[src/rtl/spark_particle_update_defines.svh]
// Assertion macros for the spark particle update block
`ifndef SPARK_PARTICLE_UPDATE_DEFINES_SVH
`define SPARK_PARTICLE_UPDATE_DEFINES_SVH

`ifndef NO_ASSERTIONS
`define SPU_ASSERT_NOW(label, ante, cons) \
	label: assert property (@(posedge clk) disable iff (!arst_n) (ante) |-> (cons)) \
		else $error("spark particle update: same-cycle check failed");
`define SPU_ASSERT_NEXT(label, ante, cons) \
	label: assert property (@(posedge clk) disable iff (!arst_n) (ante) |=> (cons)) \
		else $error("spark particle update: next-cycle check failed");
`else
`define SPU_ASSERT_NOW(label, ante, cons)
`define SPU_ASSERT_NEXT(label, ante, cons)
`endif

`endif

[src/rtl/spu_pkg.sv]
`default_nettype none
package spu_pkg;

	localparam int unsigned DivBitsPerStage = 4;

	localparam logic [7:0] CfgLifeSpan = 8'd0;
	localparam logic [7:0] CfgSpinRate = 8'd1;

	localparam logic [15:0] LifeSpanReset = 16'd16384;
	localparam logic [31:0] SpinRateReset = 32'd524288;

	localparam logic [16:0] RateOne = 17'h10000;

	localparam logic [15:0] SizeStart  = 16'd29491;
	localparam logic [15:0] SizeDrop   = 16'd26214;
	localparam logic [7:0]  RedValue   = 8'd255;
	localparam logic [7:0]  GreenStart = 8'd191;
	localparam logic [7:0]  GreenDrop  = 8'd114;
	localparam logic [7:0]  BlueStart  = 8'd51;
	localparam logic [7:0]  BlueDrop   = 8'd38;
	localparam logic [7:0]  AlphaStart = 8'd255;
	localparam logic [7:0]  AlphaDrop  = 8'd255;

	typedef struct packed {
		logic [15:0] rem;
		logic [15:0] quot;
	} div_t;

	typedef struct packed {
		logic [31:0] new_pos_x;
		logic [31:0] new_pos_y;
		logic [31:0] new_pos_z;
		logic [31:0] new_angle;
		logic [15:0] age;
		logic        alive;
	} carry_t;

	typedef struct packed {
		logic [15:0] billboard_size;
		logic [7:0]  red;
		logic [7:0]  green;
		logic [7:0]  blue;
		logic [7:0]  alpha;
	} shade_t;

endpackage
`default_nettype wire

[src/rtl/spu_shade.sv]
`default_nettype none
module spu_shade (
	input  wire logic [16:0] rate,
	output spu_pkg::shade_t   shade
);
	import spu_pkg::*;

	function automatic logic [15:0] lerp_down(logic [15:0] start, logic [15:0] drop,
			logic [16:0] r);
		logic [32:0] p;
		p = {17'd0, drop} * {16'd0, r};
		p = p + 33'd32768;
		return start - p[31:16];
	endfunction

	logic [15:0] green_w;
	logic [15:0] blue_w;
	logic [15:0] alpha_w;

	always_comb begin
		green_w              = lerp_down({8'd0, GreenStart}, {8'd0, GreenDrop}, rate);
		blue_w               = lerp_down({8'd0, BlueStart}, {8'd0, BlueDrop}, rate);
		alpha_w              = lerp_down({8'd0, AlphaStart}, {8'd0, AlphaDrop}, rate);
		shade.billboard_size = lerp_down(SizeStart, SizeDrop, rate);
		shade.red            = RedValue;
		shade.green          = green_w[7:0];
		shade.blue           = blue_w[7:0];
		shade.alpha          = alpha_w[7:0];
	end

endmodule
`default_nettype wire
[config.mk]
export PLATFORM = sky130hd
export DESIGN_NAME = spu_shade
export DESIGN_NICKNAME = d
export VERILOG_FILES = /design/src/rtl/spark_particle_update_defines.svh /design/src/rtl/spu_pkg.sv /design/src/rtl/spu_shade.sv
export SDC_FILE = /design/constraint.sdc
export NUM_CORES = 1
export LEC_CHECK = 0
export BUFFER_PORTS_ARGS = -buffer_cell sky130_fd_sc_hd__buf_2
export CAP_MARGIN = 10
export CORE_ASPECT_RATIO = 1.75
export CORE_UTILIZATION = 47
export DETAILED_ROUTE_END_ITERATION = 6
export PLACE_DENSITY_LB_ADDON = 0.08
export SYNTH_ARGS = -nofsm -noshare
export SYNTH_HDL_FRONTEND = slang
export SYNTH_SLANG_ARGS = --single-unit
[constraint.sdc]
create_clock -name vclk -period 24.9
set_input_delay 4.98 -clock vclk [all_inputs]
set_output_delay 4.98 -clock vclk [all_outputs]
set_load 0.02 [all_outputs]
; ---- After elaboration in Yosys (flattened, before gate mapping)
; Cells that the tools add are included.
[classes]
n_eq_ne = 0
n_mul = 4
n_div = 0
order_cmp = 0
bitwise = 0
n_addsub = 8
n_shift = 0
n_mux = 0
reduce_logical = 0
[op_table]
columns = op, n
row1 = $add A24 B16 Y24 const B, 2
row2 = $add A32 B16 Y32 const B, 1
row3 = $mul A14 B17 Y31 const A, 1
row4 = $add A23 B16 Y24 const B, 1
row5 = $mul A8 B17 Y24 const A, 1
row6 = $mul A6 B17 Y23 const A, 1
row7 = $mul A5 B17 Y22 const A, 1
row8 = $sub A15 B16 Y16 const A, 1
row9 = $sub A8 B8 Y8 const A, 2
row10 = $sub A6 B8 Y8 const A, 1
[totals]
output_inout_bits = 48
rom_bits = 0
reg_bits = 0
memories = 0
ram_bits = 0
latch_bits = 0

; ---- Depth between registers and ports, before layout
[logic_depth]
depth_word = 3
ltp_mapped = 26

; ---- Worst setup path before layout
; No wires, ideal clock.
[synth_timing]
path_kind = input to output
startpoint = input rate[2]
endpoint = output shade[46] in the netlist's numbering
t_arrival_ns = 11.509
required_ns = 19.920
stages = 24
path_slack_ns = 8.411
cell_sequence = ha_1 inv_1 fa_1 inv_1 fa_1 fa_1 fa_1 inv_1 fa_1 inv_1 ha_1 buf_2 nand4_1 a2111oi_0 nor3_1 or2_1 xnor2_1 inv_1 ha_1 o31ai_1 a2bb2oi_1 a31oi_1 nor3_1 xor2_1
[synth_lines]
columns = element, line
row1 = "start, declared", spu_shade.sv:3  ; input wire logic [16:0] rate,
row2 = "end, declared", spu_shade.sv:4  ; output spu_pkg::shade_t shade

==> parameters.txt <==
Parameter                              Value

Layout
  Final cell count without fillers ... 1418
  Number of flip-flops and latches ... 0
  Area delta synth->final ... 5.58%
  Total number of nets in the final design ... 1536
  Antenna Diode Count ... 0
  Filler cell count in the final layout ... 2092
  FF+latch area ... 0 um2
  Share of post-route cells with drive strength above 1 ... 8.32%
  Share of the core filled with cells in the final layout ... 50.9%
  Final-layout clock buffer total ... 0

Routing
  Final WL ... 24.2 mm
  DRC Markers ... 0
  Detailed-router iteration count before antenna repair ... 4
  Routed wirelength normalized by instance count ... 17.0 um
  Detail Route Antenna Nets ... 0
  DR iter-0 viols ... 209
  Number of vias per cell ... 5.39
  Via count ... 7636

STA
  Final number of setup-violating endpoints ... 0
  Transition time at the pin with the least slew margin ... 873 ps
  Share of the clock period used by the worst path ... 69.0%
  Final total negative setup slack ... 0 ps
  Final hold violation count ... 0
  Worst-case headroom to the max-slew limit ... 41.1%
  Max-slew violation count ... 0
  Unrepaired setup endpoints after global routing ... no
  Min Clock Period, post-route ... 17190 ps
  Achievable frequency ... 58.2 MHz

Yosys
  Post-Syn Area per Cell ... 9.41 um2
  Leading area contributor after synthesis ... sky130_fd_sc_hd__fa_1
  Number of different library cells in the post-synthesis netlist ... 86
  Synthesized instance count ... 1082
  Most instantiated cells after synthesis ... sky130_fd_sc_hd__inv_1 (226), sky130_fd_sc_hd__ha_1 (219), sky130_fd_sc_hd__fa_1 (168)
  Top-area cell type share of the netlist area ... 33.0%
  Fraction of the yosys area taken by sequential cells ... 0%
  Largest cells by area after synthesis ... sky130_fd_sc_hd__fa_1 (33%), sky130_fd_sc_hd__ha_1 (27%), sky130_fd_sc_hd__inv_1 (8.3%)
  Cell with the most instances after synthesis ... sky130_fd_sc_hd__inv_1
  Yosys Warn Count ... 0
  Area of the mapped netlist ... 0.0102 mm2

Hold path
  Worst hold path cell count ... 4
  Worst min-delay path category ... in -> out
  Hold EP ... shade[15]
  Startpoint of the worst hold path ... rate[16]

GRT
  Global-route usage over all layers ... 23.2%
  Antenna violations before repair ... 0
  Wire length of the first global-routing pass ... 40.7 mm
  Largest net degree at the start of global routing ... 17
  Vias in the first global route ... 8360
  Total grt overflow ... 0

CTS
  Quantity of hold-fixing buffers added after cts ... 0
  Post-CTS Repair Setup Buffers ... 0
  Count of instances resized after the clock tree is built ... 0

Floorplan
  Overall die area ... 0.0223 mm2
  Effective utilization at floorplan ... 48.2%
  Core footprint ... 0.0211 mm2
  Number of top-level pins ... 65
  Die height ... 197 um
  Horizontal die dimension ... 113 um
  Number of standard-cell rows in the floorplan ... 70

Run
  Max capacitance violation total ... 0

Worst setup path
  Critical path arrival ... 12210 ps
  Required arrival time at the worst endpoint ... 19920 ps
  Capturing element type of the critical path ... output port
  Max FO, Critical Path ... 12
  Type of the worst setup path ... in -> out
  Element type at the critical path start ... input port

Place
  Input/output buffers ... 57
  Placed cell count ... 1418
  Global placer's final weighted congestion ... 0.853
  Placed wire-length estimate after detailed placement ... 21.9 mm

Run status
  Outcome ... finished, final reports clean
==> worst max-delay path, stage by stage <==
cell and delay (ps):
sky130_fd_sc_hd__buf_2 310, sky130_fd_sc_hd__ha_1 320, sky130_fd_sc_hd__ha_1 280, sky130_fd_sc_hd__inv_1 50
sky130_fd_sc_hd__fa_1 520, sky130_fd_sc_hd__inv_1 60, sky130_fd_sc_hd__fa_1 500, sky130_fd_sc_hd__fa_1 580
sky130_fd_sc_hd__fa_1 430, sky130_fd_sc_hd__ha_1 380, sky130_fd_sc_hd__a21oi_1 270, sky130_fd_sc_hd__a21boi_0 390
sky130_fd_sc_hd__and2_2 280, sky130_fd_sc_hd__nand2_1 100, sky130_fd_sc_hd__a21oi_1 180, sky130_fd_sc_hd__xnor2_1 140
sky130_fd_sc_hd__ha_1 330, sky130_fd_sc_hd__nand2_1 110, sky130_fd_sc_hd__or2_2 290, sky130_fd_sc_hd__xnor2_1 130
sky130_fd_sc_hd__ha_1 240, sky130_fd_sc_hd__o31ai_1 380, sky130_fd_sc_hd__a2bb2oi_1 250, sky130_fd_sc_hd__a31oi_1 150
sky130_fd_sc_hd__nor3_1 190, sky130_fd_sc_hd__xor2_1 160, sky130_fd_sc_hd__buf_2 180
==> how the worst max path moves through the flow <==
| stage | startpoint | endpoint |
|---|---|---|
| global route | rate[5] | shade[46] |
| global placement | rate[5] | shade[46] |
| CTS | rate[5] | shade[46] |
| detailed placement | rate[5] | shade[46] |
| finish | rate[5] | shade[46] |
| floorplan | rate[2] | shade[46] |
==> metrics by stage <==
| stage | setup slack, ps | hold slack [ps] | area [um2] |
|---|---|---|---|
| finish | 7710 | 10800 | 10700 |
| global route | 7210 | 10900 | 10700 |
| CTS | 7700 | 10800 | 10700 |
| detailed placement | 7750 | 10800 | 10700 |
| global placement | 7690 | 10800 | 10700 |
| floorplan | 8410 | 10230 | 10200 |
==> cells by family after synthesis <==
family / share of synthesized area [%]
muxes: 0.443
AOI/OAI and AO/OA: 13.0
xor gates and xnor gates: 6.45
other: 0.0368
and+or+nand+nor: 10.8
buffers and inverters: 9.35
adders and majority gates: 60.0
==> per-layer routing <==
metal / track usage [%] / vias to the layer above / wire length (um)
li1: - / 3740 / -
met1: 25.1 / 3767 / 9030
met2: 47.9 / 89 / 14000
met3: 0.338 / 40 / 208
met4: 6.82 / 0 / 920
met5: 0 / - / 0
==> layout by cell type (no fill, tap or decap), drive strengths merged, types with 6 or more instances in the layout <==
| cell | count |
|---|---|
| o211ai | 8 |
| nand2 | 35 |
| o31ai | 10 |
| xor2 | 31 |
| buf | 57 |
| o21ai | 26 |
| nor3b | 6 |
| a21o | 17 |
| and2 | 8 |
| conb | 8 |
| a31oi | 8 |
| nand3 | 15 |
| a211oi | 10 |
| fa | 168 |
| and3 | 11 |
| inv | 226 |
| a21oi | 40 |
| xnor2 | 41 |
| nand4 | 9 |
| nor2 | 37 |
| or3 | 8 |
| or2 | 7 |
| a21boi | 6 |
| o21bai | 7 |
| o21a | 14 |
| ha | 219 |
| nor3 | 23 |
==> layout make-up <==
cell class	instances	area (um2)	area share (%)
Tap cell	288	360	3.35
Inverter	226	848	7.89
Timing Repair Buffer	57	285	2.65
Multi-Input combinational cell	847	9250	86.1
Power is not shown: default switching activity piles up to over one toggle a cycle in this logic, so the estimate is an artifact.
