File: src/rtl/spark_particle_update_defines.svh
// Assertion macros for the spark particle update block
`ifndef SPARK_PARTICLE_UPDATE_DEFINES_SVH
`define SPARK_PARTICLE_UPDATE_DEFINES_SVH

`ifndef NO_ASSERTIONS
`define SPU_ASSERT_NOW(label, ante, cons) \
	label: assert property (@(posedge clk) disable iff (!arst_n) (ante) |-> (cons)) \
		else $error("spark particle update: same-cycle check failed");
`define SPU_ASSERT_NEXT(label, ante, cons) \
	label: assert property (@(posedge clk) disable iff (!arst_n) (ante) |=> (cons)) \
		else $error("spark particle update: next-cycle check failed");
`else
`define SPU_ASSERT_NOW(label, ante, cons)
`define SPU_ASSERT_NEXT(label, ante, cons)
`endif

`endif

File: src/rtl/spu_pkg.sv
`default_nettype none
package spu_pkg;

	localparam int unsigned DivBitsPerStage = 4;

	localparam logic [7:0] CfgLifeSpan = 8'd0;
	localparam logic [7:0] CfgSpinRate = 8'd1;

	localparam logic [15:0] LifeSpanReset = 16'd16384;
	localparam logic [31:0] SpinRateReset = 32'd524288;

	localparam logic [16:0] RateOne = 17'h10000;

	localparam logic [15:0] SizeStart  = 16'd29491;
	localparam logic [15:0] SizeDrop   = 16'd26214;
	localparam logic [7:0]  RedValue   = 8'd255;
	localparam logic [7:0]  GreenStart = 8'd191;
	localparam logic [7:0]  GreenDrop  = 8'd114;
	localparam logic [7:0]  BlueStart  = 8'd51;
	localparam logic [7:0]  BlueDrop   = 8'd38;
	localparam logic [7:0]  AlphaStart = 8'd255;
	localparam logic [7:0]  AlphaDrop  = 8'd255;

	typedef struct packed {
		logic [15:0] rem;
		logic [15:0] quot;
	} div_t;

	typedef struct packed {
		logic [31:0] new_pos_x;
		logic [31:0] new_pos_y;
		logic [31:0] new_pos_z;
		logic [31:0] new_angle;
		logic [15:0] age;
		logic        alive;
	} carry_t;

	typedef struct packed {
		logic [15:0] billboard_size;
		logic [7:0]  red;
		logic [7:0]  green;
		logic [7:0]  blue;
		logic [7:0]  alpha;
	} shade_t;

endpackage
`default_nettype wire

File: src/rtl/spu_div_step.sv
`default_nettype none
module spu_div_step (
	input  wire logic [15:0]  divisor,
	input  wire spu_pkg::div_t div_in,
	output spu_pkg::div_t      div_out
);
	import spu_pkg::*;

	always_comb begin
		logic [16:0] trial;
		logic [15:0] rem;
		logic [15:0] quot;
		rem  = div_in.rem;
		quot = div_in.quot;
		for (int i = 0; i < int'(DivBitsPerStage); i++) begin
			trial = {rem, 1'b0};
			if (trial >= {1'b0, divisor}) begin
				trial = trial - {1'b0, divisor};
				quot  = {quot[14:0], 1'b1};
			end else begin
				quot  = {quot[14:0], 1'b0};
			end
			rem = trial[15:0];
		end
		div_out.rem  = rem;
		div_out.quot = quot;
	end

endmodule
`default_nettype wire

File: config.mk
export PLATFORM = sky130hd
export DESIGN_NAME = spu_div_step
export DESIGN_NICKNAME = d
export VERILOG_FILES = /design/src/rtl/spark_particle_update_defines.svh /design/src/rtl/spu_pkg.sv /design/src/rtl/spu_div_step.sv
export SDC_FILE = /design/constraint.sdc
export NUM_CORES = 1
export LEC_CHECK = 0
export ABC_AREA = 1
export ABC_CLOCK_PERIOD_IN_PS = 8500
export BUFFER_PORTS_ARGS = -buffer_cell sky130_fd_sc_hd__buf_4
export CAP_MARGIN = 20
export CORE_UTILIZATION = 50
export DETAILED_ROUTE_END_ITERATION = 10
export GPL_ROUTABILITY_DRIVEN = 0
export PLACE_DENSITY = 0.87
export REMOVE_ABC_BUFFERS = 1
export SYNTH_ARGS = -nofsm -noshare
export SYNTH_HDL_FRONTEND = slang
export SYNTH_SLANG_ARGS = --single-unit
File: constraint.sdc
create_clock -name vclk -period 8.5
set_input_delay 1.275 -clock vclk [all_inputs]
set_output_delay 1.275 -clock vclk [all_outputs]
set_load 0.02 [all_outputs]
==> summary.md, run 1 <==
### Synthesis
• 0.00438 sq mm — post-synth design cell area
• sky130_fd_sc_hd__nand2_1 — leading area contributor after synthesis
• 784 — number of instances in the synthesized netlist
• 24.2% — share of the synthesized area in the top cell type
• sky130_fd_sc_hd__nand2_1 24%, sky130_fd_sc_hd__ha_1 17%, sky130_fd_sc_hd__nand3_1 9.6% — biggest area contributors in the synthesized netlist
• 0% — sequential element share of the synthesized area
• 5.59 sq um — average instance area after synthesis
• 45 — number of unique standard cell types used by synthesis
• 0 — number of warnings issued by yosys

### GRT
• 58.6 mm — wire length of the first global-routing pass
• 10100 — via count of the first global-routing pass
• 229 — final global-route overflow total
• 19 — maximum number of pins on one net before global-route repair
• 83.9% — overall track demand over capacity in global routing

### Die
• 80 — count of pins on the block boundary
• 33 — row cnt
• 95.6 um — Die Span X
• 95.6 um — Die Span Y
• 52.5% — Initial Util

### CTS
• 0 — cts-stage hold buffer count

### Run status
• 5_1_grt — last stage the flow got to
• aborted with a tool error — status
• [ERROR GRT-0116] Global routing finished with congestion. Check the congestion regions in the DRC Viewer. — first error in the log

### Placed design
• 52 — # port buffers
• 14.0 mm — detailed placer's ending HPWL
• 1163 — number of cells after detailed placement

kinds of logic after synthesis:
group	count (synthesis)	synth area share (%)
fa+ha+maj	62	17.9
xor+xnor	46	9.20
simple gates	462	48.0
compound gates	95	12.7
buf+inv	119	12.3
Yosys cell counts, drive strengths merged (7+ instances only):
library cell  number
nand3             96
a21oi             56
buf               23
xnor2             15
nand4              8
inv               95
or2                7
nand2            295
ha                61
xor2              31
o21ai             21
nor2              46
stage by stage:
stage / area [sq um] / hold slack, ns / setup WS, ns / setup TNS, ns
after CTS: 8110 / 2.55 / -0.0886 / -1.19
after floorplan: 4210 / 2.55 / -0.309 / -4.64
after detailed placement: 6600 / 2.55 / -0.614 / -9.98
after global placement: 6600 / 2.55 / -0.355 / -5.70
metal layers:
metal | overflow | global-route usage [%]
met1 | 7 | 79.1
met5 | 0 | 17.3
met3 | 2 | 66.0
met4 | 59 | 93.5
met2 | 161 | 105
timing repair:
action                     in CTS
pin swaps                      64
setup buffers                  57
resized for setup             202
gates cloned                    5
setup endpoints to repair      17
==> run 2: changes to the inputs <==
--- a/config.mk
+++ b/config.mk
@@ -6,13 +6,13 @@
 export NUM_CORES = 1
 export LEC_CHECK = 0
 export ABC_AREA = 1
-export ABC_CLOCK_PERIOD_IN_PS = 8500
+export ABC_CLOCK_PERIOD_IN_PS = 11100
 export BUFFER_PORTS_ARGS = -buffer_cell sky130_fd_sc_hd__buf_4
 export CAP_MARGIN = 20
-export CORE_UTILIZATION = 50
+export CORE_UTILIZATION = 35
 export DETAILED_ROUTE_END_ITERATION = 10
 export GPL_ROUTABILITY_DRIVEN = 0
-export PLACE_DENSITY = 0.87
+export PLACE_DENSITY_LB_ADDON = 0.15
 export REMOVE_ABC_BUFFERS = 1
 export SYNTH_ARGS = -nofsm -noshare
 export SYNTH_HDL_FRONTEND = slang
==> constraint.sdc (replaced) <==
create_clock -name vclk -period 11.1
set_input_delay 1.665 -clock vclk [all_inputs]
set_output_delay 1.665 -clock vclk [all_outputs]
set_load 0.02 [all_outputs]
==> run 2 against run 1 <==
Effect of this change:
- the flow now finishes without violations
- synthesized cell count is the same
- synthesized area unchanged
==> summary.md, run 2 <==
### Run status
• finished clean — status, was aborted with a tool error

### Critical path
• output port — crit end category
• sky130_fd_sc_hd__ha_1 — cell with the biggest individual delay on the critical path
• simple AND/OR/NAND/NOR gates — Top Family by Delay on Critical Path
• 0.37 ns — biggest cell delay along the critical path
• 19 — highest fanout seen on the critical path
• sky130_fd_sc_hd__nand2_1 — Crit path top cell by count
• 7 — total buffers and inverters traversed by the critical path
• 8.73 ns — CP arrival
• 9.44 ns — Crit path required time
• divisor[1] — startpoint of the worst setup timing path
• primary input — CP Launch Type
• 47 — depth of the critical timing path with buffers and inverters included
• div_out[18] — destination of the critical timing path
• primary input to output port — CP Class

### Finish
• 0 — Seq cells
• 1363 — filler cell count
• sky130_fd_sc_hd__nand2_1 — commonest non-fill, non-tap cell in the layout
• 0 — antenna cell count
• 932 — count of nets after finishing
• 0.00384 sq mm — area of combinational cells with multiple inputs
• 0 — clock tree buffer count of the final layout
• 282 x sky130_fd_sc_hd__nand2_1, 88 x sky130_fd_sc_hd__inv_1, 84 x sky130_fd_sc_hd__nand3_1 — commonest cells after routing, fill and taps aside
• 0 sq um — total area of sequential cells
• 0.00489 sq mm — Final Cell Area
• 40.4% — Layout Utilization
• 13.5% — share of post-route cells with drive strength above 1
• 988 — number of standard cells in the final layout excluding fillers
• 11.7% — area growth from synthesis to layout

### Pwr
• 0.167 mV — peak ir drop on the vdd network
• 0% — share of power burned in the clock network
• 0% — Sequential Power Share
• 0.00108 W — switching power
• 0.000704 W — Internal Pwr Total
• 364 mW/mm^2 — Pwr per Cell Area
• 2.85 nW — static leakage power
• 100.0% — share of power burned in combinational logic
• 60.4% — switching share of power

### Drt
• 0 — number of nets still failing antenna checks after routing
• 5.01 — number of vias per cell
• 13.0 mm — total wire length after detailed routing
• 0 — drc violations
• 273 — DRC marker count from the first detailed-route iteration
• 13.1 um — routed length per placed instance
• 5 — Pre-antenna DRT Iters
• 4954 — total number of vias

### Placed design
• 0.00485 sq mm — cell area after placement, was 0.00660 sq mm
• 0.539 ns — post-placement setup slack, was -0.614 ns
• 52 — # port buffers, unchanged
• 984 — number of cells after detailed placement, was 1163
• 11.4 mm — detailed placer's ending HPWL, was 14.0 mm

### GRT
• 0 — number of antenna violations at the first check in global routing
• 20 — maximum number of pins on one net before global-route repair
• 22.0 mm — wire length of the first global-routing pass
• 20.5% — overall track demand over capacity in global routing
• 0 — final global-route overflow total
• 4808 — via count of the first global-routing pass

### Die
• 0.0130 sq mm — area of the die
• 36.2% — Initial Util, was 52.5%
• 114 um — Die Span Y, was 95.6 um
• 114 um — Die Span X, was 95.6 um
• 80 — count of pins on the block boundary, unchanged
• 0.0121 sq mm — core area
• 40 — row cnt, was 33

### Run
• 0 — Max-Cap Viols

### Min path
• primary input to output port — Tightest Hold Check Type
• div_in[7] — startpoint of the worst hold path

### Synthesis
• 24.2% — share of the synthesized area in the top cell type, unchanged
• 0% — sequential element share of the synthesized area, unchanged
• sky130_fd_sc_hd__nand2_1 — cell with the most instances after synthesis, unchanged
• 45 — number of unique standard cell types used by synthesis, unchanged
• 0.00438 sq mm — post-synth design cell area, unchanged
• sky130_fd_sc_hd__nand2_1 24%, sky130_fd_sc_hd__ha_1 17%, sky130_fd_sc_hd__nand3_1 9.6% — biggest area contributors in the synthesized netlist, unchanged
• 784 — number of instances in the synthesized netlist, unchanged
• sky130_fd_sc_hd__nand2_1 — leading area contributor after synthesis, unchanged
• 5.59 sq um — average instance area after synthesis, unchanged
• 0 — number of warnings issued by yosys, unchanged
• 282 x sky130_fd_sc_hd__nand2_1, 88 x sky130_fd_sc_hd__inv_1, 84 x sky130_fd_sc_hd__nand3_1 — most used standard cells in the synthesized netlist, unchanged

### Timing
• 10.40 ns — clock period minus final worst setup slack
• 0 ns — Setup TNS Final
• 0 — number of hold violations in the final report
• 96.2 MHz — top achievable clock speed
• 0.700 ns — min setup slack post-route
• 0 — Slew Limit Fails
• 93.7% — share of the cycle needed by the critical path after routing
• no — RSZ-0062 raised after global routing
• 0 — number of failing setup endpoints in the final timing report
• 67.6% — relative slew slack
• 0.480 ns — slew at the pin closest to its max-slew limit

[run 2: cell type report]
class	count	share of cell area, %
multi-input combinational	665	78.6
timing repair buffer	60	9.72
tap	168	4.30
inverter	95	7.39
[run 2: timing repair]
item                                    in CTS  in global routing
setup buffers                                0                  4
endpoints found under the setup margin       0                 17
gates resized for setup                      0                  1
hold buffers                                 0                  0
[run 2: per-layer routing]
metal  track usage [%]  vias to the layer above  part of all wire, %
li1                  -                     2623                    -
met4              5.71                        0                  2.6
met2              37.2                      130                   47
met3              1.54                       24                  4.3
met5                 0                        -                    0
met1              25.9                     2177                   46
[run 2: kinds of logic after synthesis]
kind of cell	synth area share, %
compound gates	12.7
xor+xnor	9.20
fa+ha+maj	17.9
simple gates	48.0
buf+inv	12.3
[run 2: how the worst min path moves through the flow]
stage,endpoint,slack (ns),cells past startpoint
after detailed placement,div_out[10],3.33,0
final,div_out[11],3.33,0
after CTS,div_out[10],3.33,0
after global placement,div_out[10],3.33,0
after global routing,div_out[11],3.33,0
after floorplan,div_out[10],3.33,0
[run 2: metrics by stage]
step                      power, W  hold WS, ns
after floorplan            0.00125         3.33
after global placement     0.00176         3.33
after detailed placement   0.00178         3.33
after CTS                  0.00178         3.33
after global routing       0.00198         3.33
final                      0.00178         3.33
[run 2: power by group through the flow]
stage / Combinational [W] / Clock [W] / Sequential [W]
final: 0.00178 / 0 / 0
after global routing: 0.00198 / 0 / 0
after CTS: 0.00178 / 0 / 0
after detailed placement: 0.00178 / 0 / 0
after global placement: 0.00176 / 0 / 0
after floorplan: 0.00125 / 0 / 0
(Power assumes the default switching activity.)
