[src/rtl/spark_particle_update_defines.svh]
// Assertion macros for the spark particle update block
`ifndef SPARK_PARTICLE_UPDATE_DEFINES_SVH
`define SPARK_PARTICLE_UPDATE_DEFINES_SVH

`ifndef NO_ASSERTIONS
`define SPU_ASSERT_NOW(label, ante, cons) \
	label: assert property (@(posedge clk) disable iff (!arst_n) (ante) |-> (cons)) \
		else $error("spark particle update: same-cycle check failed");
`define SPU_ASSERT_NEXT(label, ante, cons) \
	label: assert property (@(posedge clk) disable iff (!arst_n) (ante) |=> (cons)) \
		else $error("spark particle update: next-cycle check failed");
`else
`define SPU_ASSERT_NOW(label, ante, cons)
`define SPU_ASSERT_NEXT(label, ante, cons)
`endif

`endif

[src/rtl/spu_pkg.sv]
`default_nettype none
package spu_pkg;

	localparam int unsigned DivBitsPerStage = 4;

	localparam logic [7:0] CfgLifeSpan = 8'd0;
	localparam logic [7:0] CfgSpinRate = 8'd1;

	localparam logic [15:0] LifeSpanReset = 16'd16384;
	localparam logic [31:0] SpinRateReset = 32'd524288;

	localparam logic [16:0] RateOne = 17'h10000;

	localparam logic [15:0] SizeStart  = 16'd29491;
	localparam logic [15:0] SizeDrop   = 16'd26214;
	localparam logic [7:0]  RedValue   = 8'd255;
	localparam logic [7:0]  GreenStart = 8'd191;
	localparam logic [7:0]  GreenDrop  = 8'd114;
	localparam logic [7:0]  BlueStart  = 8'd51;
	localparam logic [7:0]  BlueDrop   = 8'd38;
	localparam logic [7:0]  AlphaStart = 8'd255;
	localparam logic [7:0]  AlphaDrop  = 8'd255;

	typedef struct packed {
		logic [15:0] rem;
		logic [15:0] quot;
	} div_t;

	typedef struct packed {
		logic [31:0] new_pos_x;
		logic [31:0] new_pos_y;
		logic [31:0] new_pos_z;
		logic [31:0] new_angle;
		logic [15:0] age;
		logic        alive;
	} carry_t;

	typedef struct packed {
		logic [15:0] billboard_size;
		logic [7:0]  red;
		logic [7:0]  green;
		logic [7:0]  blue;
		logic [7:0]  alpha;
	} shade_t;

endpackage
`default_nettype wire

[src/rtl/spu_sat_add.sv]
`default_nettype none
module spu_sat_add (
	input  wire logic signed [47:0] prod,
	input  wire logic [31:0]        old,
	output logic [31:0]             sum
);
	import spu_pkg::*;

	logic signed [47:0] biased;
	logic [31:0]        stp;
	logic [32:0]        wide;

	always_comb begin
		biased = prod + 48'sd32768;
		stp    = 32'(biased >>> 16);
		wide   = {old[31], old} + {stp[31], stp};
		if (wide[32] != wide[31]) begin
			sum = wide[32] ? 32'h8000_0000 : 32'h7fff_ffff;
		end else begin
			sum = wide[31:0];
		end
	end

endmodule
`default_nettype wire

[config.mk]
export PLATFORM = sky130hd
export DESIGN_NAME = spu_sat_add
export DESIGN_NICKNAME = d
export VERILOG_FILES = /design/src/rtl/spark_particle_update_defines.svh /design/src/rtl/spu_pkg.sv /design/src/rtl/spu_sat_add.sv
export SDC_FILE = /design/constraint.sdc
export NUM_CORES = 1
export LEC_CHECK = 0
export ABC_AREA = 1
export BUFFER_PORTS_ARGS = -buffer_cell sky130_fd_sc_hd__buf_2
export CORE_MARGIN = 2
export CORE_UTILIZATION = 55
export DETAILED_ROUTE_END_ITERATION = 12
export PLACE_DENSITY = 0.84
export REMOVE_ABC_BUFFERS = 1
export SYNTH_ARGS = -nofsm -noshare
export SYNTH_HDL_FRONTEND = slang
export SYNTH_SLANG_ARGS = --single-unit
[constraint.sdc]
create_clock -name vclk -period 3.2
set_input_delay 0.16 -clock vclk [all_inputs]
set_output_delay 0.16 -clock vclk [all_outputs]
set_load 0.02 [all_outputs]
==> summary.md, run 1 <==
| Metric | Value |
|---|---|
| Result of the run | `did not finish` |
| Halt point of the flow | `5_1_grt` |
| First Err | `[ERROR GRT-0232] Routing congestion too high. Check the congestion heatmap in the GUI.` |
| Height of the die | `83.6 um` |
| Routability-driven placement congestion ratio | `1.02` |
| Half-perimeter wire length after placement | `10.4 mm` |
| Area share of the leading cell type in the synthesized netlist | `0.258` |
| I/O pin count | `112` |
| Quantity of I/O buffers inserted on ports | `97` |
| Worst endpoint type | `top-level output` |
| Cell Rows | `29` |
| Sequential fraction of the synthesis area | `0` |
| Worst endpoint after global-route timing repair | `sum[7]` |
| Starting utilization of the core area | `0.559` |
| Avg Synthesized Cell Area | `5.36 um2` |
| Post-place setup slack | `-378 ps` |
| DIE WIDTH | `83.6 um` |
| Cell count after synthesis | `651` |
| Netlist Area Pre-Place | `0.00349 mm2` |
| Cell accounting for the most synthesized area | `sky130_fd_sc_hd__nand2_1` |
| Synth top area cells | `sky130_fd_sc_hd__nand2_1, sky130_fd_sc_hd__ha_1, sky130_fd_sc_hd__inv_1, sky130_fd_sc_hd__xor2_1, sky130_fd_sc_hd__nor2_1` |
| Top cells by count, synth | `sky130_fd_sc_hd__nand2_1, sky130_fd_sc_hd__inv_1, sky130_fd_sc_hd__nor2_1, sky130_fd_sc_hd__xor2_1, sky130_fd_sc_hd__ha_1` |
| Post-cts hold buffer count | `0` |
| Pin count of the biggest net entering global routing | `17` |
| Synthesis warning total | `0` |
| Aggregate global-route resource usage | `0.724` |
| Most repeated cell in the gate-level netlist after synthesis | `sky130_fd_sc_hd__nand2_1` |
| Overflow after GRT | `39` |
| Number of library cell types mapped by synthesis | `32` |
-- logic make-up after synthesis --
kind of cell	share of synthesized area
and+or+nand+nor	0.512
buffers and inverters	0.132
AOI/OAI and AO/OA	0.109
xor gates and xnor gates	0.118
adders and majority gates	0.128
-- metal layers --
| metal | overflow | track usage |
|---|---|---|
| met1 | 2 | 0.694 |
| met5 | 0 | 0.0758 |
| met2 | 26 | 0.966 |
| met4 | 10 | 0.808 |
| met3 | 1 | 0.473 |
-- metrics by stage --
step           area [um2]   util  hold WS [ps]  std cells  TNS, ps
4_1_cts              5410  0.867           825        949     -863
3_5_place_dp         4880  0.782           819        936   -10740
3_3_place_gp         4880  0.782           759        936    -6920
2_1_floorplan        3430      -           581        646        0
-- what timing repair did --
| action | CTS |
|---|---|
| pin swaps | 26 |
| cloned | 5 |
| setup endpoints to repair | 31 |
| gates resized for setup | 92 |
| buffers inserted | 8 |
==> inputs of run 2 (changes only) <==
CORE_UTILIZATION = 40   (was 55)
PLACE_DENSITY = not set   (was 0.84)
PLACE_DENSITY_LB_ADDON = 0.15   (was not set)
==> run 2 against run 1 <==
Net effect: the flow now finishes, with violations (setup timing); synthesized cell count did not move; synthesized area stayed put.
==> summary.md, run 2 <==
| Metric | Value |
|---|---|
| Result of the run | `complete, but fails checks` |
| Violations in the final reports | `setup timing` |
| Number of detailed-routing iterations run before antenna repair | `5` |
| Series of cell instances along the critical path | `buf_2, nand2_1, buf_4, nor4_2, nand2_4, nor4_4, xor2_1, inv_1, ha_1, nand2_1, a21oi_1, nor2_1, nand2_2, a21oi_4, nand3_2, nand2_4, nand3_4, nand2_1, nand2_1, buf_2` |
| Height of the die | `97.4 um` |
| Number of design rule violations left after detail routing | `0` |
| Top Usage Layer GRT | `met2` |
| Hold Vio Cnt, Final | `0` |
| CP Max Fanout | `6` |
| WL per Instance | `13.5 um` |
| Aggregate global-route resource usage | `0.271` |
| Nets@finish | `1,012` |
| Critical path's most frequent cell | `sky130_fd_sc_hd__nand2_1` |
| Half-perimeter wire length after placement | `10.4 mm` |
| Synth top area cells | `sky130_fd_sc_hd__nand2_1, sky130_fd_sc_hd__ha_1, sky130_fd_sc_hd__inv_1, sky130_fd_sc_hd__xor2_1, sky130_fd_sc_hd__nor2_1` |
| Unrepaired setup endpoints after global routing | `true` |
| Sequential fraction of the synthesis area | `0` |
| Via count of the first global-routing pass | `4,682` |
| Net switching power | `0.897 mW` |
| Design area | `0.00615 mm2` |
| DIE WIDTH | `97.4 um` |
| Met2 routing resource usage after global routing | `0.490` |
| Category of the worst setup path launch point | `input port` |
| Peak Freq | `306 MHz` |
| Pwr Total | `1.63 mW` |
| # fillers | `743` |
| Number of antenna violations at the first check in global routing | `0` |
| Detail Route Antenna Nets | `0` |
| Routability-driven placement congestion ratio | `0.913` |
| Endpoint kind of the worst setup timing path | `primary output` |
| Placeable core area | `0.00859 mm2` |
| Maximum resistive drop on vdd | `127 uV` |
| Commonest cells after routing, fill and taps aside | `sky130_fd_sc_hd__nand2_1, sky130_fd_sc_hd__buf_4, sky130_fd_sc_hd__inv_1, sky130_fd_sc_hd__nand2_2, sky130_fd_sc_hd__buf_2` |
| I/O pin count | `112` |
| Overflow after GRT | `0` |
| Global-route wire length before repair | `21.5 mm` |
| Netlist Area Pre-Place | `0.00349 mm2` |
| Required time of the worst setup path | `3040 ps` |
| Delay of the slowest cell on the worst path | `340 ps` |
| Critical-path top delay cell | `sky130_fd_sc_hd__nor4_2` |
| Routed wire length | `13.6 mm` |
| Cell Rows | `34` |
| Register cell area after layout | `0 um2` |
| Slew at the pin closest to its max-slew limit | `420 ps` |
| Post-cts hold buffer count | `0` |
| Worst setup margin | `-62.8 ps` |
| Cell accounting for the most synthesized area | `sky130_fd_sc_hd__nand2_1` |
| Most repeated cell in the gate-level netlist after synthesis | `sky130_fd_sc_hd__nand2_1` |
| Number of library cell types mapped by synthesis | `32` |
| Switching power share of the total | `0.552` |
| Max-slew headroom at the worst pin | `0.717` |
| Vias after detailed routing | `4,850` |
| Clock buffer instance count of the final layout | `0` |
| Internal Power | `0.728 mW` |
| Met1 routing resource usage after global routing | `0.358` |
| Post-place setup slack | `-345 ps` |
| Total cell area at the placement stage | `0.00500 mm2` |
| Antenna diodes | `0` |
| Arrival time reported for the critical path endpoint | `3100 ps` |
| Final Max Tran Viols | `0` |
| Fin crit period | `3260 ps` |
| Quantity of I/O buffers inserted on ports | `97` |
| Top cells by count, synth | `sky130_fd_sc_hd__nand2_1, sky130_fd_sc_hd__inv_1, sky130_fd_sc_hd__nor2_1, sky130_fd_sc_hd__xor2_1, sky130_fd_sc_hd__ha_1` |
| Class of the tightest hold or removal check | `input port to primary output` |
| Starting utilization of the core area | `0.406` |
| Final core utilization | `0.716` |
| Routed vias/inst | `4.84` |
| Area share of the leading cell type in the synthesized netlist | `0.258` |
| Die area | `0.00948 mm2` |
| Share of total power in combinational logic | `1.000` |
| Met3 track demand over resource | `0.0129` |
| Max-capacitance violation count | `0` |
| Number of failing setup endpoints in the final timing report | `23` |
| Avg Synthesized Cell Area | `5.36 um2` |
| Synthesis warning total | `0` |
| Setup CP Type | `input port to primary output` |
| Reg power frac | `0` |
| Cell area power density | `264 mW/mm2` |
| Final sequential cell count | `0` |
| Detailed router's first-iteration violation count | `164` |
| Synthesis-to-layout area growth | `76.4%` |
| Ratio of final minimum period to clock period | `1.02` |
| Pin count of the biggest net entering global routing | `9` |
| Clock power share | `0` |
| Static Leak | `3.35 nW` |
| Min Hold Slack | `782 ps` |
| Most common cell after layout, fill and taps aside | `sky130_fd_sc_hd__nand2_1` |
| Layout cells sized above 1 | `0.467` |
| Cell count after synthesis | `651` |
-- run 2: cell counts after synthesis --
Identical to the previous run, type by type.
-- run 2: worst paths after layout --
| check | startpoint | cells after the start | slack (ps) | to |
|---|---|---|---|---|
| worst max-delay path | prod[27] | 20 | -60 | sum[23] |
| worst min-delay path | old[0] | 5 | 780 | sum[0] |
-- run 2: timing repair --
action	4_1_cts	5_1_grt
endpoints found under the setup margin	31	32
resized for setup	130	89
cloned	7	0
pin swaps	56	53
buffers inserted	13	5
-- run 2: power groups by stage --
stage	combinational [mW]	sequential (mW)	clock, mW
4_1_cts	1.47	0	0
5_1_grt	1.74	0	0
2_1_floorplan	0.714	0	0
6_report	1.63	0	0
3_3_place_gp	1.15	0	0
3_5_place_dp	1.16	0	0
-- run 2: final cells by class --
cell class / count / area, um2 / share of cell area
timing repair buffer: 242 / 1810 / 0.295
multi-input combinational: 545 / 3790 / 0.617
inverter: 108 / 408 / 0.0663
tap: 108 / 135 / 0.0220
-- run 2: kinds of logic after synthesis --
kind of cell               Yosys count  share of synthesized area
and+or+nand+nor                    396                      0.512
buffers and inverters              113                      0.132
AOI/OAI and AO/OA                   60                      0.109
xor gates and xnor gates            47                      0.118
adders and majority gates           35                      0.128
-- run 2: worst max-delay path: cells and delay by family --
| kind | cells | cell delay [ps] |
|---|---|---|
| XOR/XNOR | 1 | 180 |
| buffers and inverters | 4 | 460 |
| AO/OA/AOI/OAI | 2 | 260 |
| adder cells (fa/ha/maj) | 1 | 340 |
| AND/OR/NAND/NOR | 12 | 1700 |
-- run 2: metrics by stage --
step / cells / setup TNS (ps)
6_report: 1003 / -519
4_1_cts: 998 / -578
3_5_place_dp: 978 / -9850
5_1_grt: 1003 / -7540
2_1_floorplan: 646 / 0
3_3_place_gp: 978 / -9570
-- run 2: layer usage --
metal / share of wire / up-vias
met4: 0.022 / 0
met5: 0 / -
met1: 0.44 / 2135
met3: 0.039 / 24
li1: - / 2545
met2: 0.49 / 146
No activity file was read; power rests on OpenSTA's default activity.
==> inputs of run 3 (changes only) <==
--- a/config.mk
+++ b/config.mk
@@ -9,2 +9,3 @@
 export BUFFER_PORTS_ARGS = -buffer_cell sky130_fd_sc_hd__buf_2
+export CORE_ASPECT_RATIO = 1.2
 export CORE_MARGIN = 2
@@ -14,2 +15,3 @@
 export REMOVE_ABC_BUFFERS = 1
+export SETUP_SLACK_MARGIN = 0.1
 export SYNTH_ARGS = -nofsm -noshare
==> constraint.sdc (replaced) <==
create_clock -name vclk -period 3.2
set_input_delay 0.32 -clock vclk [all_inputs]
set_output_delay 0.32 -clock vclk [all_outputs]
set_load 0.02 [all_outputs]
==> run 3 against run 2 <==
Net effect: the flow still finishes with violations (setup timing); first-iteration DRC count increased by 90%; total power increased by 10%; wire length increased by 16%; worst hold slack improved by 280 ps; critical endpoint is now sum[18]; highest routed layer unchanged.
==> summary.md, run 3 (synthesized netlist as in run 2, its figures left out) <==
| Metric | Value |
|---|---|
| Result of the run | `complete, but fails checks` |
| Violations in the final reports | `setup timing` |
| Commonest cells after routing, fill and taps aside | `sky130_fd_sc_hd__buf_4, sky130_fd_sc_hd__nand2_1, sky130_fd_sc_hd__inv_1, sky130_fd_sc_hd__nand2_2, sky130_fd_sc_hd__buf_2` |
| Starting utilization of the core area | `0.409` |
| Gate family responsible for the most delay along the worst path | `simple AND/OR/NAND/NOR gates` |
| Post-cts hold buffer count | `0` |
| Design area | `0.00680 mm2` |
| Routability-driven placement congestion ratio | `0.975` |
| Detailed router's first-iteration violation count | `311` |
| Pin count of the biggest net entering global routing | `9` |
| Routed wire length | `15.7 mm` |
| Worst setup margin | `-382 ps` |
| Placeable core area | `0.00852 mm2` |
| Slew at the pin closest to its max-slew limit | `506 ps` |
| Final Max Tran Viols | `0` |
| Register cell area after layout | `0 um2` |
| Quantity of I/O buffers inserted on ports | `97` |
| Number of antenna violations at the first check in global routing | `0` |
| Antenna diodes | `0` |
| Number of detailed-routing iterations run before antenna repair | `5` |
| Arrival time reported for the critical path endpoint | `3260 ps` |
| Hold Vio Cnt, Final | `0` |
| DIE WIDTH | `89.2 um` |
| Routed vias/inst | `5.00` |
| Vias after detailed routing | `5,277` |
| Number of design rule violations left after detail routing | `0` |
| Final sequential cell count | `0` |
| Cell area power density | `263 mW/mm2` |
| Maximum resistive drop on vdd | `278 uV` |
| Unrepaired setup endpoints after global routing | `true` |
| Static Leak | `3.64 nW` |
| Class of the tightest hold or removal check | `input port to primary output` |
| I/O pin count | `112` |
| Share of total power in combinational logic | `1.000` |
| Height of the die | `106 um` |
| Ratio of final minimum period to clock period | `1.12` |
| Delay of the slowest cell on the worst path | `280 ps` |
| Peak Freq | `279 MHz` |
| Global-route wire length before repair | `22.6 mm` |
| Nets@finish | `1,056` |
| Fin crit period | `3580 ps` |
| Number of failing setup endpoints in the final timing report | `32` |
| Via count of the first global-routing pass | `4,884` |
| Reg power frac | `0` |
| Critical-path top delay cell | `sky130_fd_sc_hd__ha_4` |
| Net switching power | `0.961 mW` |
| Clock buffer instance count of the final layout | `0` |
| Required time of the worst setup path | `2880 ps` |
| Switching power share of the total | `0.538` |
| Setup CP Type | `input port to primary output` |
| WL per Instance | `14.9 um` |
| Total cell area at the placement stage | `0.00528 mm2` |
| Cell Rows | `37` |
| Series of cell instances along the critical path | `buf_8, nand3_4, nor3_4, buf_4, inv_2, nor2_2, inv_2, nor3_4, xnor2_1, inv_1, ha_4, nand2_4, inv_4, a21oi_4, nand2_2, a21oi_4, nand2_4, nand2_8, buf_12, nand3_4, nand2_1, nand2_1, buf_6` |
| CP Max Fanout | `5` |
| Count of buffer and inverter cells on the critical path | `8` |
| Max-slew headroom at the worst pin | `0.659` |
| Aggregate global-route resource usage | `0.301` |
| Die area | `0.00948 mm2` |
| Most common cell after layout, fill and taps aside | `sky130_fd_sc_hd__buf_4` |
| Category of the worst setup path launch point | `input port` |
| Clock power share | `0` |
| Detail Route Antenna Nets | `0` |
| Half-perimeter wire length after placement | `11.2 mm` |
| Max-capacitance violation count | `0` |
| Overflow after GRT | `0` |
| Final core utilization | `0.798` |
| Layout cells sized above 1 | `0.528` |
| Endpoint kind of the worst setup timing path | `primary output` |
| Synthesis-to-layout area growth | `94.9%` |
| Internal Power | `0.827 mW` |
-- run 3: cell types whose count changed in the layout (fill, tap and decap cells not counted), moves of 4 or more --
cell / change
sky130_fd_sc_hd__nor2_1: -7
sky130_fd_sc_hd__buf_6: +4
sky130_fd_sc_hd__inv_2: +6
sky130_fd_sc_hd__nor2_4: +4
sky130_fd_sc_hd__a21oi_1: -4
sky130_fd_sc_hd__buf_2: -9
sky130_fd_sc_hd__buf_4: +45
sky130_fd_sc_hd__ha_1: -6
sky130_fd_sc_hd__inv_1: -7
sky130_fd_sc_hd__nand2_1: -5
sky130_fd_sc_hd__nand2_4: +4
sky130_fd_sc_hd__ha_4: +5
-- run 3: worst paths after layout --
path,start,to,slack (ps),cells after the start
worst max-delay path,prod[15],sum[18],-380,23
worst min-delay path,old[0],sum[0],1070,5
-- run 3: final cells by class --
class,count,area [um2]
Inverter,108,410
Timing Repair Buffer,286,2220
Fill cell,699,1720
Tap cell,117,146
Multi-Input combinational cell,545,4020
-- run 3: per-layer routing --
layer | routed length (um) | share of wire | global-route usage
met1 | 6140 | 0.39 | 0.375
met2 | 8270 | 0.53 | 0.552
met3 | 731 | 0.046 | 0.0101
met4 | 597 | 0.038 | 0.0778
met5 | 0 | 0 | 0
-- run 3: stage by stage --
step           setup WS, ps  TNS [ps]  power [mW]  hold slack, ps  instances
2_1_floorplan          -204     -4520       0.714             901        646
3_3_place_gp           -716    -21880        1.23            1090       1020
3_5_place_dp           -735    -22420        1.24            1090       1020
4_1_cts                -428    -12460        1.52            1070       1044
5_1_grt                -565    -16610        1.90            1090       1056
6_report               -382    -10590        1.79            1070       1056
-- run 3: power by group through the flow --
stage | Clock (mW) | Combinational, mW | Sequential [mW]
2_1_floorplan | 0 | 0.714 | 0
3_3_place_gp | 0 | 1.23 | 0
3_5_place_dp | 0 | 1.24 | 0
4_1_cts | 0 | 1.52 | 0
5_1_grt | 0 | 1.90 | 0
6_report | 0 | 1.79 | 0
-- run 3: timing repair --
action,CTS,global route
setup endpoints to repair,32,32
gates cloned,7,0
pin swaps,52,87
buffers inserted,17,12
resized for setup,118,166
-- run 3: worst min-delay path: cells and delay by family --
kind / cells / cell delay, ps
AND/OR/NAND/NOR: 2 / 100
buffers and inverters: 2 / 180
adder cells (fa/ha/maj): 1 / 140
==> inputs of run 4 (changes only) <==
CORE_MARGIN = not set   (was 2)
==> run 4 against run 3 <==
Net effect: the run still ends with setup timing left; via count decreased by 1.6%; first-iteration DRC count down 20%; setup slack got worse by 140 ps; non-clock buffer count is 15 lower; final area shrank 5.1%; die area fell by 4.1%; critical path depth shrank 3; final cell count shrank 1.7%; global-route usage rose by 0.96 points; total power shrank 3.0%; combinational power shrank 3%; sequential share of layout area did not move; critical endpoint unchanged.
==> summary.md, run 4 (synthesized netlist as in run 2, its figures left out) <==
| Metric | Value |
|---|---|
| Fin crit period | `3730 ps` |
| Starting utilization of the core area | `0.421` |
| Slew at the pin closest to its max-slew limit | `506 ps` |
| Post-place setup slack | `-733 ps` |
| Worst setup margin | `-526 ps` |
| Setup CP Type | `input port to primary output` |
| Routed wire length | `15.5 mm` |
| Aggregate global-route resource usage | `0.310` |
| Overflow after GRT | `0` |
| Detail Route Antenna Nets | `0` |
| Placeable core area | `0.00829 mm2` |
| Die area | `0.00910 mm2` |
| Detailed router's first-iteration violation count | `249` |
| Unrepaired setup endpoints after global routing | `true` |
| Via count of the first global-routing pass | `4,959` |
| Endpoint kind of the worst setup timing path | `primary output` |
| Pwr Total | `1.73 mW` |
| Total instance count after detailed placement | `1,016` |
| Antenna diodes | `0` |
| Hold Vio Cnt, Final | `0` |
| Height of the die | `104 um` |
| Design area | `0.00645 mm2` |
| Nets@finish | `1,041` |
| Number of detailed-routing iterations run before antenna repair | `7` |
| Clock power share | `0` |
| Share of total power in combinational logic | `1.000` |
| Static Leak | `3.53 nW` |
| Ratio of final minimum period to clock period | `1.16` |
| Maximum resistive drop on vdd | `334 uV` |
| Quantity of I/O buffers inserted on ports | `97` |
| Category of the worst setup path launch point | `input port` |
| Routability-driven placement congestion ratio | `0.916` |
| Arrival time reported for the critical path endpoint | `3410 ps` |
| Peak Freq | `268 MHz` |
| Half-perimeter wire length after placement | `10.8 mm` |
| Register cell area after layout | `0 um2` |
| # fillers | `680` |
| Switching power share of the total | `0.539` |
| Cell Rows | `36` |
| Synthesis-to-layout area growth | `84.9%` |
| Reg power frac | `0` |
| Total cell area at the placement stage | `0.00525 mm2` |
| Final sequential cell count | `0` |
| Commonest cells after routing, fill and taps aside | `sky130_fd_sc_hd__nand2_1, sky130_fd_sc_hd__buf_4, sky130_fd_sc_hd__inv_1, sky130_fd_sc_hd__buf_2, sky130_fd_sc_hd__nand2_2` |
| Pin count of the biggest net entering global routing | `9` |
| Cell area power density | `269 mW/mm2` |
| Number of design rule violations left after detail routing | `0` |
| Required time of the worst setup path | `2880 ps` |
| Internal Power | `0.800 mW` |
| Clock buffer instance count of the final layout | `0` |
| DIE WIDTH | `87.2 um` |
| Max-capacitance violation count | `0` |
| Max-slew headroom at the worst pin | `0.659` |
| Most common cell after layout, fill and taps aside | `sky130_fd_sc_hd__nand2_1` |
| Routed vias/inst | `5.00` |
| Global-route wire length before repair | `22.5 mm` |
| WL per Instance | `14.9 um` |
| Vias after detailed routing | `5,191` |
| Result of the run | `complete, but fails checks` |
| Final Max Tran Viols | `0` |
| Layout cells sized above 1 | `0.470` |
| Class of the tightest hold or removal check | `input port to primary output` |
| Number of antenna violations at the first check in global routing | `0` |
| Number of failing setup endpoints in the final timing report | `32` |
| Net switching power | `0.935 mW` |
| I/O pin count | `112` |
| CP Max Fanout | `6` |
| Final instance count without filler cells | `1,038` |
| Multi-input gate area in the final layout | `0.00378 mm2` |
| Violations in the final reports | `setup timing` |
-- run 4: layout make-up --
type                       instances  area share
tap                              114      0.0221
timing repair buffer             271       0.329
multi-input combinational        545       0.586
inverter                         108      0.0636
-- run 4: layer usage --
layer | routed length [um] | GRT usage | vias up | share of wire
met4 | 587 | 0.0937 | 0 | 0.038
met2 | 8240 | 0.574 | 176 | 0.53
met1 | 5890 | 0.378 | 2380 | 0.38
met5 | 0 | 0 | - | 0
met3 | 774 | 0.0151 | 46 | 0.050
li1 | - | - | 2589 | -
-- run 4: repair_timing --
| item | in CTS | in global routing |
|---|---|---|
| endpoints found under the hold margin | 0 | 0 |
| pin swaps | 32 | 53 |
| setup buffers | 11 | 4 |
| resized for setup | 126 | 99 |
| setup endpoints to repair | 32 | 32 |
| hold buffers | 0 | 0 |
| cloned | 7 | 0 |
-- run 4: worst paths after layout --
kind  startpoint       to  slack [ps]  cells past startpoint
max     prod[30]  sum[18]        -530                     20
min       old[0]   sum[0]        1060                      5
-- run 4: power groups by stage --
| stage | Combinational (mW) | Clock, mW | Sequential [mW] |
|---|---|---|---|
| after floorplan | 0.714 | 0 | 0 |
| after global placement | 1.21 | 0 | 0 |
| after detailed placement | 1.23 | 0 | 0 |
| after CTS | 1.57 | 0 | 0 |
| after global routing | 1.84 | 0 | 0 |
| final | 1.73 | 0 | 0 |
-- run 4: critical path, cell delays in order --
cell,delay (ps)
sky130_fd_sc_hd__buf_2,100
sky130_fd_sc_hd__nand2_1,80
sky130_fd_sc_hd__buf_4,150
sky130_fd_sc_hd__nor4_2,360
sky130_fd_sc_hd__nand2_4,140
sky130_fd_sc_hd__nor4_4,160
sky130_fd_sc_hd__xor2_1,170
sky130_fd_sc_hd__inv_1,70
sky130_fd_sc_hd__ha_1,330
sky130_fd_sc_hd__nand2_1,130
sky130_fd_sc_hd__a21oi_1,80
sky130_fd_sc_hd__nor2_1,160
sky130_fd_sc_hd__nand2_1,110
sky130_fd_sc_hd__a21oi_4,220
sky130_fd_sc_hd__nand3_2,170
sky130_fd_sc_hd__nand2_8,160
sky130_fd_sc_hd__nand3_4,180
sky130_fd_sc_hd__nand2_2,120
sky130_fd_sc_hd__nand2_2,60
sky130_fd_sc_hd__buf_6,130
-- run 4: stage by stage --
stage / TNS [ps] / utilization / hold slack (ps)
3_3_place_gp: -20240 / 0.634 / 1090
6_report: -15350 / 0.778 / 1060
2_1_floorplan: -4520 / - / 901
3_5_place_dp: -22440 / 0.634 / 1080
5_1_grt: -20050 / 0.778 / 1090
4_1_cts: -15350 / 0.723 / 1070
